`config.mk`:
```
export PLATFORM = sky130hd
export DESIGN_NAME = aat_seq
export DESIGN_NICKNAME = d
export VERILOG_FILES = /design/src/hw/rtl/aat_pkg.sv /design/src/hw/rtl/aat_seq.sv
export SDC_FILE = /design/constraint.sdc
export NUM_CORES = 1
export LEC_CHECK = 0
export ABC_AREA = 1
export BUFFER_PORTS_ARGS = -buffer_cell sky130_fd_sc_hd__buf_2
export CAP_MARGIN = 20
export CORE_ASPECT_RATIO = 0.5
export CORE_UTILIZATION = 35
export DETAILED_ROUTE_END_ITERATION = 12
export GPL_ROUTABILITY_DRIVEN = 0
export PLACE_DENSITY = 0.67
export SLEW_MARGIN = 10
export SYNTH_ARGS = -nofsm -noshare
export SYNTH_HDL_FRONTEND = slang
export SYNTH_SLANG_ARGS = --single-unit
```
`constraint.sdc`:
```
create_clock -name clk_i -period 6.75 [get_ports clk_i]
set_clock_uncertainty 0.05 [all_clocks]
set_input_delay 1.35 -clock clk_i [delete_from_list [all_inputs] [get_ports clk_i]]
set_output_delay 1.35 -clock clk_i [all_outputs]
set_load 0.02 [all_outputs]
```
`src/hw/rtl/aat_pkg.sv`:
```
`timescale 1ns / 1ps
// ----------------------------------------------------------------------------
// aat_pkg: shared types and constants of the aging address table
// Entry layout, event and command codes, and the fixed limits of the table.
// ----------------------------------------------------------------------------
package aat_pkg;

  // Default number of table entries (top-level parameter default).
  localparam int unsigned CAPACITY_DEF = 64;

  // Most expiry events that one tick may report.
  localparam int unsigned MAX_RESULTS = 64;

  // Timeout register value after reset, in ticks.
  localparam logic [31:0] TIMEOUT_RESET = 32'd300;

  // Width of the reported entry count.
  localparam int unsigned COUNT_W = 7;

  typedef enum logic [1:0] {
    KIND_ADDED     = 2'd0,
    KIND_REFRESHED = 2'd1,
    KIND_DROPPED   = 2'd2,
    KIND_EXPIRED   = 2'd3
  } event_kind_e;

  typedef enum logic {
    CMD_LEARN = 1'b0,
    CMD_TICK  = 1'b1
  } command_e;

  // One table entry: stamp in the upper half, address in the lower half.
  typedef struct packed {
    logic [31:0] stamp;
    logic [31:0] addr;
  } entry_t;

endpackage

```
`src/hw/rtl/aat_seq.sv`:
```
`timescale 1ns / 1ps
// ----------------------------------------------------------------------------
// aat_seq: scan sequencer of the aging address table
// Walks the entry memory for learn and tick transactions, keeps the entry
// count and the time counter, and drives the registered result stage.
// ----------------------------------------------------------------------------
module aat_seq import aat_pkg::*; #(
  parameter int unsigned CAPACITY = CAPACITY_DEF,
  parameter int unsigned AW       = 6
) (
  input  logic                clk_i,
  input  logic                rst_ni,
  input  logic [31:0]         timeout_i,
  input  logic                in_valid_i,
  output logic                in_ready_o,
  input  command_e            in_cmd_i,
  input  logic [31:0]         in_addr_i,
  output logic                out_valid_o,
  input  logic                out_ready_i,
  output event_kind_e         out_kind_o,
  output logic [31:0]         out_addr_o,
  output logic [COUNT_W-1:0]  out_count_o,
  output logic                out_last_o,
  output logic                mem_we_o,
  output logic [AW-1:0]       mem_waddr_o,
  output entry_t              mem_wdata_o,
  output logic                mem_re_o,
  output logic [AW-1:0]       mem_raddr_o,
  input  entry_t              mem_rdata_i
);

  localparam int unsigned CW = $clog2(CAPACITY + 1);
  localparam int unsigned NW = $clog2(MAX_RESULTS + 1);

  typedef enum logic [5:0] {
    ST_IDLE = 6'b000001,
    ST_LCHK = 6'b000010,
    ST_LEND = 6'b000100,
    ST_TCHK = 6'b001000,
    ST_TMOV = 6'b010000,
    ST_TFIN = 6'b100000
  } state_e;

  function automatic logic [COUNT_W-1:0] to_count(input logic [CW-1:0] c);
    logic [CW+COUNT_W-1:0] w;
    w = {{COUNT_W{1'b0}}, c};
    return w[COUNT_W-1:0];
  endfunction

  state_e             state_q, state_d;
  logic [31:0]        ip_q, ip_d;
  logic [31:0]        now_q, now_d;
  logic [CW-1:0]      count_q, count_d;
  logic [AW-1:0]      idx_q, idx_d;
  logic [NW-1:0]      nres_q, nres_d;
  logic               pend_valid_q, pend_valid_d;
  logic [31:0]        pend_addr_q, pend_addr_d;
  logic [COUNT_W-1:0] pend_cnt_q, pend_cnt_d;

  logic               out_valid_q, out_valid_d;
  event_kind_e        out_kind_q, out_kind_d;
  logic [31:0]        out_addr_q, out_addr_d;
  logic [COUNT_W-1:0] out_cnt_q, out_cnt_d;
  logic               out_last_q, out_last_d;

  logic               emit;
  event_kind_e        emit_kind;
  logic [31:0]        emit_addr;
  logic [COUNT_W-1:0] emit_cnt;
  logic               emit_last;

  logic [CW:0]        idx_nxt;
  logic [AW-1:0]      idx_inc;
  logic               more;
  logic               full;
  logic [CW-1:0]      cnt_m1;
  logic [CW-1:0]      cnt_p1;
  logic               expired;
  logic               can_emit;

  assign idx_nxt  = {{(CW + 1 - AW){1'b0}}, idx_q} + (CW + 1)'(1);
  assign idx_inc  = idx_nxt[AW-1:0];
  assign more     = idx_nxt < {1'b0, count_q};
  assign full     = count_q == CW'(CAPACITY);
  assign cnt_m1   = count_q - CW'(1);
  assign cnt_p1   = count_q + CW'(1);
  assign expired  = ({1'b0, mem_rdata_i.stamp} + {1'b0, timeout_i}) < {1'b0, now_q};
  assign can_emit = !out_valid_q || out_ready_i;

  always_comb begin
    state_d      = state_q;
    ip_d         = ip_q;
    now_d        = now_q;
    count_d      = count_q;
    idx_d        = idx_q;
    nres_d       = nres_q;
    pend_valid_d = pend_valid_q;
    pend_addr_d  = pend_addr_q;
    pend_cnt_d   = pend_cnt_q;

    emit      = 1'b0;
    emit_kind = KIND_EXPIRED;
    emit_addr = pend_addr_q;
    emit_cnt  = pend_cnt_q;
    emit_last = 1'b0;

    mem_we_o    = 1'b0;
    mem_waddr_o = idx_q;
    mem_wdata_o = '{stamp: now_q, addr: ip_q};
    mem_re_o    = 1'b0;
    mem_raddr_o = idx_inc;

    case (state_q)
      ST_IDLE: begin
        if (in_valid_i) begin
          ip_d        = in_addr_i;
          idx_d       = '0;
          nres_d      = '0;
          mem_raddr_o = '0;
          if (in_cmd_i == CMD_TICK) begin
            now_d = now_q + 32'd1;
            if (count_q != '0) begin
              mem_re_o = 1'b1;
              state_d  = ST_TCHK;
            end
          end else if (count_q != '0) begin
            mem_re_o = 1'b1;
            state_d  = ST_LCHK;
          end else begin
            state_d = ST_LEND;
          end
        end
      end

      ST_LCHK: begin
        if (mem_rdata_i.addr == ip_q) begin
          if (can_emit) begin
            mem_we_o  = 1'b1;
            emit      = 1'b1;
            emit_kind = KIND_REFRESHED;
            emit_addr = ip_q;
            emit_cnt  = to_count(count_q);
            emit_last = 1'b1;
            state_d   = ST_IDLE;
          end
        end else if (more) begin
          mem_re_o = 1'b1;
          idx_d    = idx_inc;
        end else begin
          state_d = ST_LEND;
        end
      end

      ST_LEND: begin
        if (can_emit) begin
          emit      = 1'b1;
          emit_addr = ip_q;
          emit_last = 1'b1;
          if (full) begin
            emit_kind = KIND_DROPPED;
            emit_cnt  = to_count(count_q);
          end else begin
            mem_we_o    = 1'b1;
            mem_waddr_o = count_q[AW-1:0];
            count_d     = cnt_p1;
            emit_kind   = KIND_ADDED;
            emit_cnt    = to_count(cnt_p1);
          end
          state_d = ST_IDLE;
        end
      end

      ST_TCHK: begin
        if (expired) begin
          // Flush the held removal first; wait while the output is busy.
          if (!pend_valid_q || can_emit) begin
            emit         = pend_valid_q;
            pend_valid_d = 1'b1;
            pend_addr_d  = mem_rdata_i.addr;
            pend_cnt_d   = to_count(cnt_m1);
            count_d      = cnt_m1;
            nres_d       = nres_q + NW'(1);
            if (more) begin
              // Fetch the last entry to move into the freed slot.
              mem_re_o    = 1'b1;
              mem_raddr_o = cnt_m1[AW-1:0];
              state_d     = ST_TMOV;
            end else begin
              state_d = ST_TFIN;
            end
          end
        end else if (more) begin
          mem_re_o = 1'b1;
          idx_d    = idx_inc;
        end else begin
          state_d = ST_TFIN;
        end
      end

      ST_TMOV: begin
        mem_we_o    = 1'b1;
        mem_wdata_o = mem_rdata_i;
        // Read data still holds the moved entry: check it again in place.
        if (nres_q == NW'(MAX_RESULTS)) begin
          state_d = ST_TFIN;
        end else begin
          state_d = ST_TCHK;
        end
      end

      ST_TFIN: begin
        if (pend_valid_q) begin
          if (can_emit) begin
            emit         = 1'b1;
            emit_last    = 1'b1;
            pend_valid_d = 1'b0;
            state_d      = ST_IDLE;
          end
        end else begin
          state_d = ST_IDLE;
        end
      end

      default: begin
        state_d = ST_IDLE;
      end
    endcase
  end

  always_comb begin
    out_valid_d = out_valid_q;
    out_kind_d  = out_kind_q;
    out_addr_d  = out_addr_q;
    out_cnt_d   = out_cnt_q;
    out_last_d  = out_last_q;
    if (emit) begin
      out_valid_d = 1'b1;
      out_kind_d  = emit_kind;
      out_addr_d  = emit_addr;
      out_cnt_d   = emit_cnt;
      out_last_d  = emit_last;
    end else if (out_ready_i) begin
      out_valid_d = 1'b0;
    end
  end

  always_ff @(posedge clk_i or negedge rst_ni) begin
    if (!rst_ni) begin
      state_q      <= ST_IDLE;
      now_q        <= '0;
      count_q      <= '0;
      nres_q       <= '0;
      pend_valid_q <= 1'b0;
      out_valid_q  <= 1'b0;
    end else begin
      state_q      <= state_d;
      now_q        <= now_d;
      count_q      <= count_d;
      nres_q       <= nres_d;
      pend_valid_q <= pend_valid_d;
      out_valid_q  <= out_valid_d;
    end
  end

  always_ff @(posedge clk_i) begin
    ip_q        <= ip_d;
    idx_q       <= idx_d;
    pend_addr_q <= pend_addr_d;
    pend_cnt_q  <= pend_cnt_d;
    out_kind_q  <= out_kind_d;
    out_addr_q  <= out_addr_d;
    out_cnt_q   <= out_cnt_d;
    out_last_q  <= out_last_d;
  end

  assign in_ready_o  = state_q == ST_IDLE;
  assign out_valid_o = out_valid_q;
  assign out_kind_o  = out_kind_q;
  assign out_addr_o  = out_addr_q;
  assign out_count_o = out_cnt_q;
  assign out_last_o  = out_last_q;

endmodule

```
-- After elaboration in Yosys (flattened, before gate mapping)
Index checks and enable logic that the tools add are counted.
W data, S select, Z words.
- add/subtract/negate cells: 6
- magnitude comparators: 2
- equal/unequal tests: 19
- mux-type cells: 73
- reduce and logical (&&, ||, !) cells: 18
- operators with widths (operator ; number):
    $mux W6 ; 23
    $mux W7 ; 10
    $mux W32 ; 2
    $mux W64 ; 1
    $pmux W32 S2 ; 1
    $pmux W7 S2 ; 3
    $pmux W6 S6 ; 1
    $add A32 B32 Y33 ; 1
    $lt A33 B32 Y1 ; 1
    $add A32 B1 Y32 const B ; 1
    $eq A32 B32 Y1 ; 1
    $mux W1 ; 19
    $pmux W6 S3 ; 1
    $add A7 B1 Y7 const B ; 2
    $eq A7 B7 Y1 const B ; 2
    $ne A2 B2 Y1 const B ; 6
    $pmux W6 S2 ; 1
    $reduce_and A4 Y1 ; 3
    $ne A3 B3 Y1 const B ; 3
    $pmux W1 S3 ; 3
    $reduce_and A3 Y1 ; 3
    $mux W2 ; 4
    $reduce_bool A2 Y1 ; 4
    $add A6 B1 Y7 const B ; 1
    19 further kinds ; 21
- register bits: 173
- output and inout bits: 122
- logic and storage cells: 132

-- Depth between registers and ports, before layout
Gate-level depths: netlist of the first run.
- depth in word-level cells: 7
- gate-level depth with buffers: 24
- depth with buffers taken out: 23

-- Least setup slack after synthesis of the first run
Ideal clock, no wire load.
- path type: input-to-output
- from: input timeout_i[0]
- to: output mem_raddr_o[3]
- data arrival time: 4.390 ns
- data required time: 5.350 ns
- path slack: 0.960 ns
- stages on the path: 22
- path buffers: 1
- path through: ha_1 > inv_1 > fa_1 > o21ai_1 > nand2_1 > o21bai_1 > nand3b_1 > o211ai_1 > nand2_1 > nand2_1 > a21oi_1 > xor2_1 > ha_1 > a21o_1 > a21oi_1 > o2111ai_1 > nor2_2 > nand2_2 > buf_4 > nor2_1 > nand2_1 > nand2_1
- longest elaborated chain between the ends: 4
- RTL lines (what ; line ; source):
    start: declaration ; aat_seq.sv:13 ; input logic [31:0] timeout_i,
    $add A32 B32 Y33 ; aat_seq.sv:87 ; assign expired = ({1'b0, mem_rdata_i.stamp} + {1'b0, timeout_i}) < {1'b0, now_q};
    $lt A33 B32 Y1 ; aat_seq.sv:87 ;
    $mux W6 ; aat_seq.sv:174 ; if (expired) begin
    $pmux W6 S2 ; aat_seq.sv:113 ; case (state_q)
    end: declaration ; aat_seq.sv:28 ; output logic [AW-1:0] mem_raddr_o,
No other way between the ends.

-- Worst setup path after layout of the first run
- from: input mem_rdata_i[32] in the netlist's numbering
- to: output mem_raddr_o[3]
- longest elaborated chain between the ends: 4
- RTL lines (what ; line ; source):
    start: declaration ; aat_seq.sv:29 ; input entry_t mem_rdata_i
    $add A32 B32 Y33 ; aat_seq.sv:87 ;
    $lt A33 B32 Y1 ; aat_seq.sv:87 ;
    $mux W6 ; aat_seq.sv:174 ;
    $pmux W6 S2 ; aat_seq.sv:113 ;
No other way between the ends.

==> results of run 1 <==
through the flow:
step	area, um2	instances	utilization, %	total power, W	worst slack [ps]
4_1_cts	13900	2113	43.4	0.00440	211
6_report	13900	2117	43.5	0.00439	295
2_1_floorplan	11600	1421	-	0.00282	960
3_3_place_gp	13300	2081	41.6	0.00338	341
5_1_grt	13900	2116	43.5	0.00470	79.1
3_5_place_dp	13300	2081	41.6	0.00340	218
cell families (layout without fill, tap and decap cells):
kind of cell    count (synthesis)  after routing
simple gates                  676            676
flops                         173            173
buf+inv                       188            449
xor+xnor                       94             94
other cells                     0              3
fa+ha+maj                      77             77
compound gates                213            213
routing by layer:
layer	vias up	part of all wire, %	GRT usage [%]
li1	5245	-	-
met1	4840	44	24.9
met2	270	49	33.8
met3	47	4.0	2.49
met4	0	2.4	7.03
met5	-	0	0
report_power, final:
part | switching [W] | internal (W)
combinational | 0.00128 | 0.000605
sequential | 0.000138 | 0.00138
clock | 0.000442 | 0.000548
cell usage after synthesis, types with 2 or more instances:
library cell / count / area (um2)
o21ai_0: 93 / 465
xor2_1: 64 / 561
dfrtp_1: 53 / 1330
nand3b_1: 3 / 22.5
xnor2_1: 30 / 263
o31ai_1: 2 / 15.0
ha_1: 76 / 951
o21bai_1: 7 / 52.6
o221ai_1: 7 / 61.3
inv_1: 146 / 548
or2_2: 8 / 50.1
a21o_1: 8 / 60.1
o2111ai_1: 2 / 17.5
nand2_4: 2 / 22.5
nand4_2: 2 / 25.0
a31oi_1: 3 / 18.8
nor4_1: 7 / 43.8
inv_2: 5 / 18.8
or2_1: 2 / 12.5
edfxtp_1: 119 / 3570
nor2_1: 82 / 308
o211ai_1: 6 / 45.0
nor2_2: 6 / 37.5
clkbuf_1: 29 / 109
nand3_2: 2 / 20.0
nand2_1: 425 / 1600
o21a_1: 2 / 15.0
nor4_4: 2 / 42.5
nor3_1: 28 / 140
nor3_2: 2 / 20.0
a21oi_1: 64 / 320
o21ai_1: 10 / 50.1
buf_2: 4 / 20.0
nand4_1: 23 / 144
nand3_1: 73 / 365
nand2_2: 5 / 31.3
o22ai_1: 7 / 43.8
final cells by class:
class	count	area, um2	area share, %
diodes	3	7.51	0.0538
clock buffers	19	433	3.11
clock inverters	13	140	1.01
inverters	152	572	4.10
multi-input cells	1060	5930	42.5
flip-flops and latches	173	4930	35.3
well taps	432	541	3.88
repair buffers	265	1390	9.98
registers in the layout, summed over array words and instances, names as in the netlist:
| name | count |
|---|---|
| state_q | 6 |
| pend_cnt_q | 7 |
| out_addr_o | 32 |
| pend_addr_q | 32 |
| out_last_o | 1 |
| nres_q | 7 |
| count_q | 7 |
| out_kind_o | 2 |
| out_count_o | 7 |
| now_q | 32 |
| idx_q | 6 |
| pend_valid_q | 1 |
| ip_q | 32 |
| out_valid_o | 1 |
worst paths after layout:
check	depth (start not counted)	to	slack [ps]
setup / recovery	24	mem_raddr_o[3]	290
hold / removal	2	pend_valid_q	430
setup reg to reg	15	state_q[5]	3440
hold reg to reg	2	pend_valid_q	430
max in group asynchronous	2	count_q[4]	5170
min in group asynchronous	2	now_q[1]	1000
worst max-delay path, stage by stage:
cell       delay [ps]
buf_2              90
ha_1              190
inv_1              70
fa_1              410
o21ai_1           220
nand2_1           120
o21bai_2          200
nand3b_1          110
o211ai_1          160
nand2_1            80
nand2_1           100
a21oi_1            80
xor2_1            150
ha_1              290
a21o_1            160
a21oi_1           130
o2111ai_1         150
nor2_2            180
nand2_2           230
nand2_4           200
nand3_1            90
nand2_1            60
nand2_1            60
buf_2             160
repair_timing:
action	CTS	global route
endpoints found under the setup margin	0	2
hold endpoints to repair	0	0
resized for setup	0	1
==> impl_metrics.csv, run 1 <==
group,metric,value,unit
synth,synthArstFlopShare,31.2,%
synth,netlist_area,11600,um2
sta,hold_slack,426,ps
setup_path,arrival,5060,ps
sta,fmax,155,MHz
clock_network,cts_buffers,17,
drt,vias,10400,
drt,routed_wl,33400,um
die,die-width,259,um
die,die_h,130,um
synth,synth_cells,1421,
setup_path,critPathRequiredTime,5350,ps
synth,synth_mux_area_share,0,%
run,drv_cap,0,
drt,firstDrtPassIters,5,
setup_path,crit_type,"in -> out",
setup_path,critPathLaunch,"mem_rdata_i[32]",
clock_network,clock_path_buffers,2,
sta,setup_viol,0,
power,peakVddDrop,0.000173,V
die,core_area,32100,um2
power,cellLeakagePower,6.54,nW
synth,yosysSeqAreaShare,42.6,%
setup_path,cp-end-kind,"output pin",
synth,synth-seq-cells,173,
final_layout,fillerInstances,3156,
sta,period_minus_slack,6460,ps
sta,slew_violations,0,
synth,yosys_warnings,0,
synth,synth_top_family_by_area,"simple AND/OR/NAND/NOR gates",
final_layout,drive_gt1_share,20.0,%
synth,syn_area_per_cell,8.13,um2
final_layout,layout_common_cells,"nand2_1 (425), buf_2 (254), inv_1 (146)",
power,p_per_area,315,nW/um2
clock_network,cts_tree,"yes",
clock_network,htreeDepth,4,
synth,ys_types,49,
global_route,grt_pass1_vias,9809,
synth,synth_edf_count,119,
drt,wire_per_inst,15.8,um
sta,tightestPinTransition,935,ps
final_layout,syn_to_final_growth,20.6,%
final_layout,num-nets-final,1879,
final_layout,layout.cells.most_common,"nand2_1",
sta,finalCritPeriodShare,95.6,%
global_route,grt.overflow.total,0,
sta,setup_tns,0,ps
global_route,antenna_found_initial,2,
drt,drtAntennaViolNets,0,
clock_network,worstSkewPairLatency,430,ps
global_route,grt.total_usage,19.4,%
clock_network,clk_pin_slew,70,ps
synth,yosys.area_share.adder,8.40,%
synth,ys.flop_type,"edfxtp_1",
worst_hold_path,min-delay-start,"pend_valid_q",
setup_path,r2r_start,"idx_q[2]",
synth,yosys.area_share.simple,25.4,%
sta,hold_viol_final,0,
synth,syn-num-nets,1631,
die,initial_core_util,36.0,%
clock_network,cts_hold_buf,0,
worst_hold_path,worstHoldPathType,"reg -> reg",
die,rows,46,
drt,avgViaCountPerCell,4.91,
drt,drc,0,
sta,rsz0062_at_grt,"false",
clock_network,clock-root-buffer,"clkbuf_16",
drt,drtIter0Drc,646,
clock_network,cts_setup_buffers,0,
die,die_area,33800,um2
global_route,grt_max_degree,93,
place,post-dp-hpwl,25600,um
synth,synth-xor-area-share,7.12,%
clock_network,cts_sinks,173,
setup_path,path_max_fanout,11,
die,io_pins,255,
synth,synth_compound_area_share,10.2,%
place,io_buffers,254,
sta,relSlewSlack,37.7,%
global_route,grt_pass1_wl,51600,um
setup_path,crit_path_start_kind,"input port",
run_status,status,"finished clean",
No activity file was read; power rests on OpenSTA's default activity.
==> inputs of run 2 (changes only) <==
Settings changed: CORE_UTILIZATION 35 to 45, CTS_CLUSTER_SIZE set to 28, PLACE_DENSITY 0.67 to 0.79.
==> impl_metrics.csv, run 2 (same netlist as run 1, synthesis figures left out) <==
group,metric,value,unit
sta,period_minus_slack,6420,ps
final_layout,fillerInstances,2302,
die,die-width,229,um
die,die_h,115,um
run_status,violations,"design-rule violations",
sta,fmax,156,MHz
setup_path,path_max_fanout,11,
sta,slew_violations,0,
global_route,antenna_found_initial,0,
drt,vias,10500,
setup_path,cp_cell_sequence,"buf_2 > ha_1 > a21oi_1 > nand2_1 > a21oi_1 > o21bai_1 > a21oi_1 > o21ai_0 > xor2_1 > ha_1 > nand3_1 > nor3_1 > nand3_1 > nand3_1 > nand4_1 > nand2_2 > nand2_4 > nand3_1 > nand2_1 > nand2_1 > buf_2",
setup_path,crit_path_start_kind,"input port",
power,pwr-share-seq,35.0,%
power,p_per_area,314,nW/um2
global_route,grt_pass1_vias,9772,
setup_path,crit_type,"in -> out",
drt,routed_wl,30600,um
clock_network,htreeDepth,4,
sta,rsz0062_at_grt,"false",
clock_network,clock-root-buffer,"clkbuf_16",
drt,drc,1,
clock_network,cts_sinks,173,
sta,setup_tns,0,ps
clock_network,worstSkewPairLatency,430,ps
sta,relSlewSlack,28.8,%
clock_network,cts_buffers,17,
setup_path,reg2regPathDepth,15,
global_route,grt_pass1_wl,48200,um
die,rows,41,
power,power,0.00433,W
run,drv_cap,0,
final_layout,insertedDiodeCount,0,
clock_network,clock_path_buffers,2,
final_layout,num-nets-final,1877,
global_route,grt.overflow.total,0,
place,io_buffers,254,
setup_path,cp-end-kind,"output pin",
worst_hold_path,holdPathStages,1,
power,p_switching,0.00183,W
sta,setup_viol,0,
final_layout,layout.cells.most_common,"nand2_1",
power,p_int,0.00250,W
die,core_area,25200,um2
drt,avgViaCountPerCell,5.21,
power,cellLeakagePower,6.54,nW
die,initial_core_util,45.9,%
setup_path,crit_top_cell,"nand3_1",
place,post-dp-hpwl,23300,um
clock_network,cts_tree,"yes",
drt,drtAntennaViolNets,0,
die,die_area,26400,um2
clock_network,clk_pin_slew,70,ps
setup_path,critPathMaxStageDelay,320,ps
global_route,grt.total_usage,22.9,%
final_layout,syn_to_final_growth,19.4,%
setup_path,critPathRequiredTime,5350,ps
power,clock_power_share,22.4,%
clock_network,cts_setup_buffers,0,
sta,finalCritPeriodShare,95.1,%
drt,wire_per_inst,15.1,um
power,comb_power_share,42.6,%
final_layout,layout_common_cells,"nand2_1 (425), buf_2 (254), inv_1 (146)",
die,io_pins,255,
power,peakVddDrop,0.000184,V
sta,tightestPinTransition,1070,ps
run_status,status,"finished with violations",
drt,firstDrtPassIters,10,
global_route,grt_max_degree,92,
drt,drtIter0Drc,679,
worst_hold_path,worstHoldPathType,"reg -> reg",
setup_path,arrival,5020,ps
final_layout,drive_gt1_share,20.2,%
power,p_sw_share,42.2,%
sta,hold_viol_final,0,
setup_path,crit_slowest_cell,"ha_1",
==> run 2: changes by cell type in the layout (fill, tap and decap cells not counted), sizes merged <==
cell and change:
bufinv -1, clkinvlp -1, diode -3, inv +2
buf -2
==> run 2: final timing paths <==
kind / from / to / slack (ps)
max: mem_rdata_i[34] / mem_raddr_o[3] / 330
min: now_q[31] / now_q[31] / 430
max reg2reg: idx_q[2] / state_q[2] / 3380
min reg2reg: now_q[31] / now_q[31] / 430
max in group asynchronous: rst_ni / state_q[4] / 5150
min in group asynchronous: rst_ni / now_q[2] / 980
==> run 2: cell type report <==
cell class / instances / area [um2] / area share (%)
Multi-Input combinational cell: 1060 / 5930 / 43.0
Sequential cell: 173 / 4930 / 35.7
Timing Repair Buffer: 263 / 1350 / 9.80
Inverter: 152 / 572 / 4.15
Clock buffer: 19 / 453 / 3.28
Tap cell: 344 / 430 / 3.12
Clock inverter: 13 / 130 / 0.943
==> run 2: what timing repair did <==
action / in CTS / in global routing
endpoints found under the setup margin: 0 / 4
resized for setup: 0 / 1
hold buffers: 0 / 0
==> run 2: worst max-delay path, delay by kind of cell <==
kind | cells | cell delay (ps)
adder cells (fa/ha/maj) | 2 | 620
AO/OA/AOI/OAI | 5 | 1120
XOR/XNOR | 1 | 190
AND/OR/NAND/NOR | 11 | 1420
buffers and inverters | 2 | 270
==> run 2: layer usage <==
metal	part of all wire, %	global-route usage (%)	routed length [um]	up-vias
met5	0	0	0	-
met4	1.7	6.58	515	0
met3	5.3	3.42	1610	39
met2	48	39.5	14800	348
met1	45	30.3	13700	4915
li1	-	-	-	5237
==> run 2: power groups by stage <==
stage          registers [W]  logic, W  clock network (W)
2_1_floorplan        0.00156   0.00127                  0
3_3_place_gp         0.00153   0.00180                  0
3_5_place_dp         0.00153   0.00182                  0
4_1_cts              0.00151   0.00183           0.000994
5_1_grt              0.00154   0.00206            0.00103
6_report             0.00152   0.00184           0.000972
==> run 2: through the flow <==
stage | setup slack, ps | instance area [um2] | hold slack (ps) | util [%] | std cells
6_report | 329 | 13800 | 428 | 54.8 | 2024
5_1_grt | 72.3 | 13800 | 445 | 54.8 | 2024
4_1_cts | 261 | 13800 | 428 | 54.8 | 2024
3_5_place_dp | 274 | 13200 | 408 | 52.4 | 1992
3_3_place_gp | 370 | 13200 | 407 | 52.4 | 1992
2_1_floorplan | 960 | 11600 | 392 | - | 1421
==> inputs of run 3 (changes only) <==
Settings changed: CTS_BUF_LIST set to sky130_fd_sc_hd__clkbuf_16.
Clock period 6.75 ns to 6.1 ns, I/O delays scaled along.
==> impl_metrics.csv, run 3 (same netlist as run 1, synthesis figures left out) <==
group,metric,value,unit
sta,setup_tns,0,ps
power,p_sw_share,42.2,%
drt,vias,10700,
power,cellLeakagePower,6.59,nW
die,io_pins,255,
sta,setup_viol,0,
clock_network,htreeDepth,4,
clock_network,cts_buffers,17,
power,p_switching,0.00202,W
sta,finalCritPeriodShare,98.1,%
global_route,grt_max_degree,92,
sta,fmax,167,MHz
global_route,grt_pass1_vias,9908,
setup_path,critPathRequiredTime,4830,ps
final_layout,layout.cells.most_common,"nand2_1",
drt,routed_wl,31200,um
clock_network,worstSkewPairLatency,430,ps
drt,drtIter0Drc,806,
place,dp_slack,-95.5,ps
die,core_area,25200,um2
global_route,grt.total_usage,23.6,%
global_route,antenna_found_initial,0,
drt,firstDrtPassIters,10,
run_status,violations,"design-rule violations",
final_layout,drive_gt1_share,21.3,%
global_route,grt.overflow.total,0,
setup_path,crit_path_start_kind,"input port",
sta,relSlewSlack,39.7,%
global_route,grt_pass1_wl,49300,um
sta,period_minus_slack,5980,ps
die,die-width,229,um
power,peakVddDrop,0.000204,V
power,comb_power_share,43.6,%
final_layout,layout_common_cells,"nand2_1 (423), buf_2 (252), inv_1 (146)",
clock_network,clk_pin_slew,60,ps
die,rows,41,
setup_path,path_max_fanout,6,
power,p_int,0.00277,W
place,io_buffers,254,
run,drv_cap,0,
setup_path,crit_type,"in -> out",
setup_path,arrival,4710,ps
sta,slew_violations,0,
power,clock_power_share,21.4,%
clock_network,cts_hold_buf,0,
run_status,status,"finished with violations",
place,post-dp-hpwl,23400,um
die,initial_core_util,45.9,%
clock_network,cts_sinks,173,
drt,drtAntennaViolNets,0,
setup_path,cp-end-kind,"output pin",
final_layout,syn_to_final_growth,20.4,%
final_layout,num-nets-final,1891,
power,pwr-share-seq,35.0,%
die,die_h,115,um
sta,finalWorstSetupSlack,115,ps
die,die_area,26400,um2
drt,drc,1,
drt,avgViaCountPerCell,5.26,
clock_network,cts_tree,"yes",
final_layout,insertedDiodeCount,0,
clock_network,clock_path_buffers,2,
clock_network,clock-root-buffer,"clkbuf_16",
power,p_per_area,344,nW/um2
worst_hold_path,worstHoldPathType,"reg -> reg",
sta,tightestPinTransition,904,ps
drt,wire_per_inst,15.3,um
sta,rsz0062_at_grt,"true",
sta,hold_viol_final,0,
[run 3: cell type report]
class / count / area [um2]
inverter: 152 / 572
fill: 2312 / 11300
multi-input combinational: 1060 / 5980
timing repair buffer: 277 / 1460
clock buffer: 17 / 425
clock inverter: 14 / 119
tap: 344 / 430
sequential: 173 / 4930
[run 3: repair_timing]
action,4_1_cts,5_1_grt
pin swaps,0,6
gates resized for setup,2,14
setup endpoints to repair,7,7
hold endpoints to repair,0,0
setup buffers,0,6
[run 3: power by group through the flow]
| stage | registers, W | logic, W | clock network [W] |
|---|---|---|---|
| detailed placement | 0.00170 | 0.00204 | 0 |
| global placement | 0.00169 | 0.00201 | 0 |
| finish | 0.00168 | 0.00209 | 0.00102 |
| CTS | 0.00167 | 0.00205 | 0.00105 |
| global route | 0.00170 | 0.00232 | 0.00110 |
| floorplan | 0.00172 | 0.00140 | 0 |
[run 3: layer usage]
layer  wire length (um)  vias to the layer above  global-route usage, %
met5                  0                        -                      0
met3               1750                       64                   3.60
met2              15200                      372                   40.4
met1              13400                     5001                   30.7
li1                   -                     5268                      -
met4                853                        0                   8.64
[run 3: worst paths after layout]
path / from / end / slack [ps] / cells after the start
worst max-delay path: mem_rdata_i[32] / mem_raddr_o[4] / 120 / 24
worst min-delay path: now_q[31] / now_q[31] / 420 / 1
worst max register to register: idx_q[2] / state_q[3] / 2830 / 16
worst min register to register: now_q[31] / now_q[31] / 420 / 1
max in group asynchronous: rst_ni / state_q[3] / 4670 / 2
min in group asynchronous: rst_ni / now_q[2] / 870 / 2
[run 3: worst max-delay path, cell delays in order]
cell and delay (ps):
buf_2 90, ha_2 190, inv_1 60, fa_2 360, o21ai_2 170, nand2_2 100, o21bai_4 180, nand3b_1 100
o211ai_1 180, nand2_1 130, nand2_2 90, a21oi_1 80, xor2_1 150, ha_1 300, a21o_1 160, a21oi_1 140
o2111ai_1 150, nor2_2 190, nand2_4 120, buf_4 190, nand2_1 70, nand3_1 90, nand2_1 70, buf_2 150
[run 3: stage by stage]
step	hold slack [ps]	area (um2)	utilization [%]	total power, W	instances
5_1_grt	431	13900	55.2	0.00512	2037
3_3_place_gp	410	13300	52.7	0.00370	2000
6_report	422	13900	55.2	0.00479	2037
2_1_floorplan	392	11600	-	0.00312	1421
3_5_place_dp	407	13300	52.7	0.00373	2000
4_1_cts	424	13800	54.9	0.00477	2031
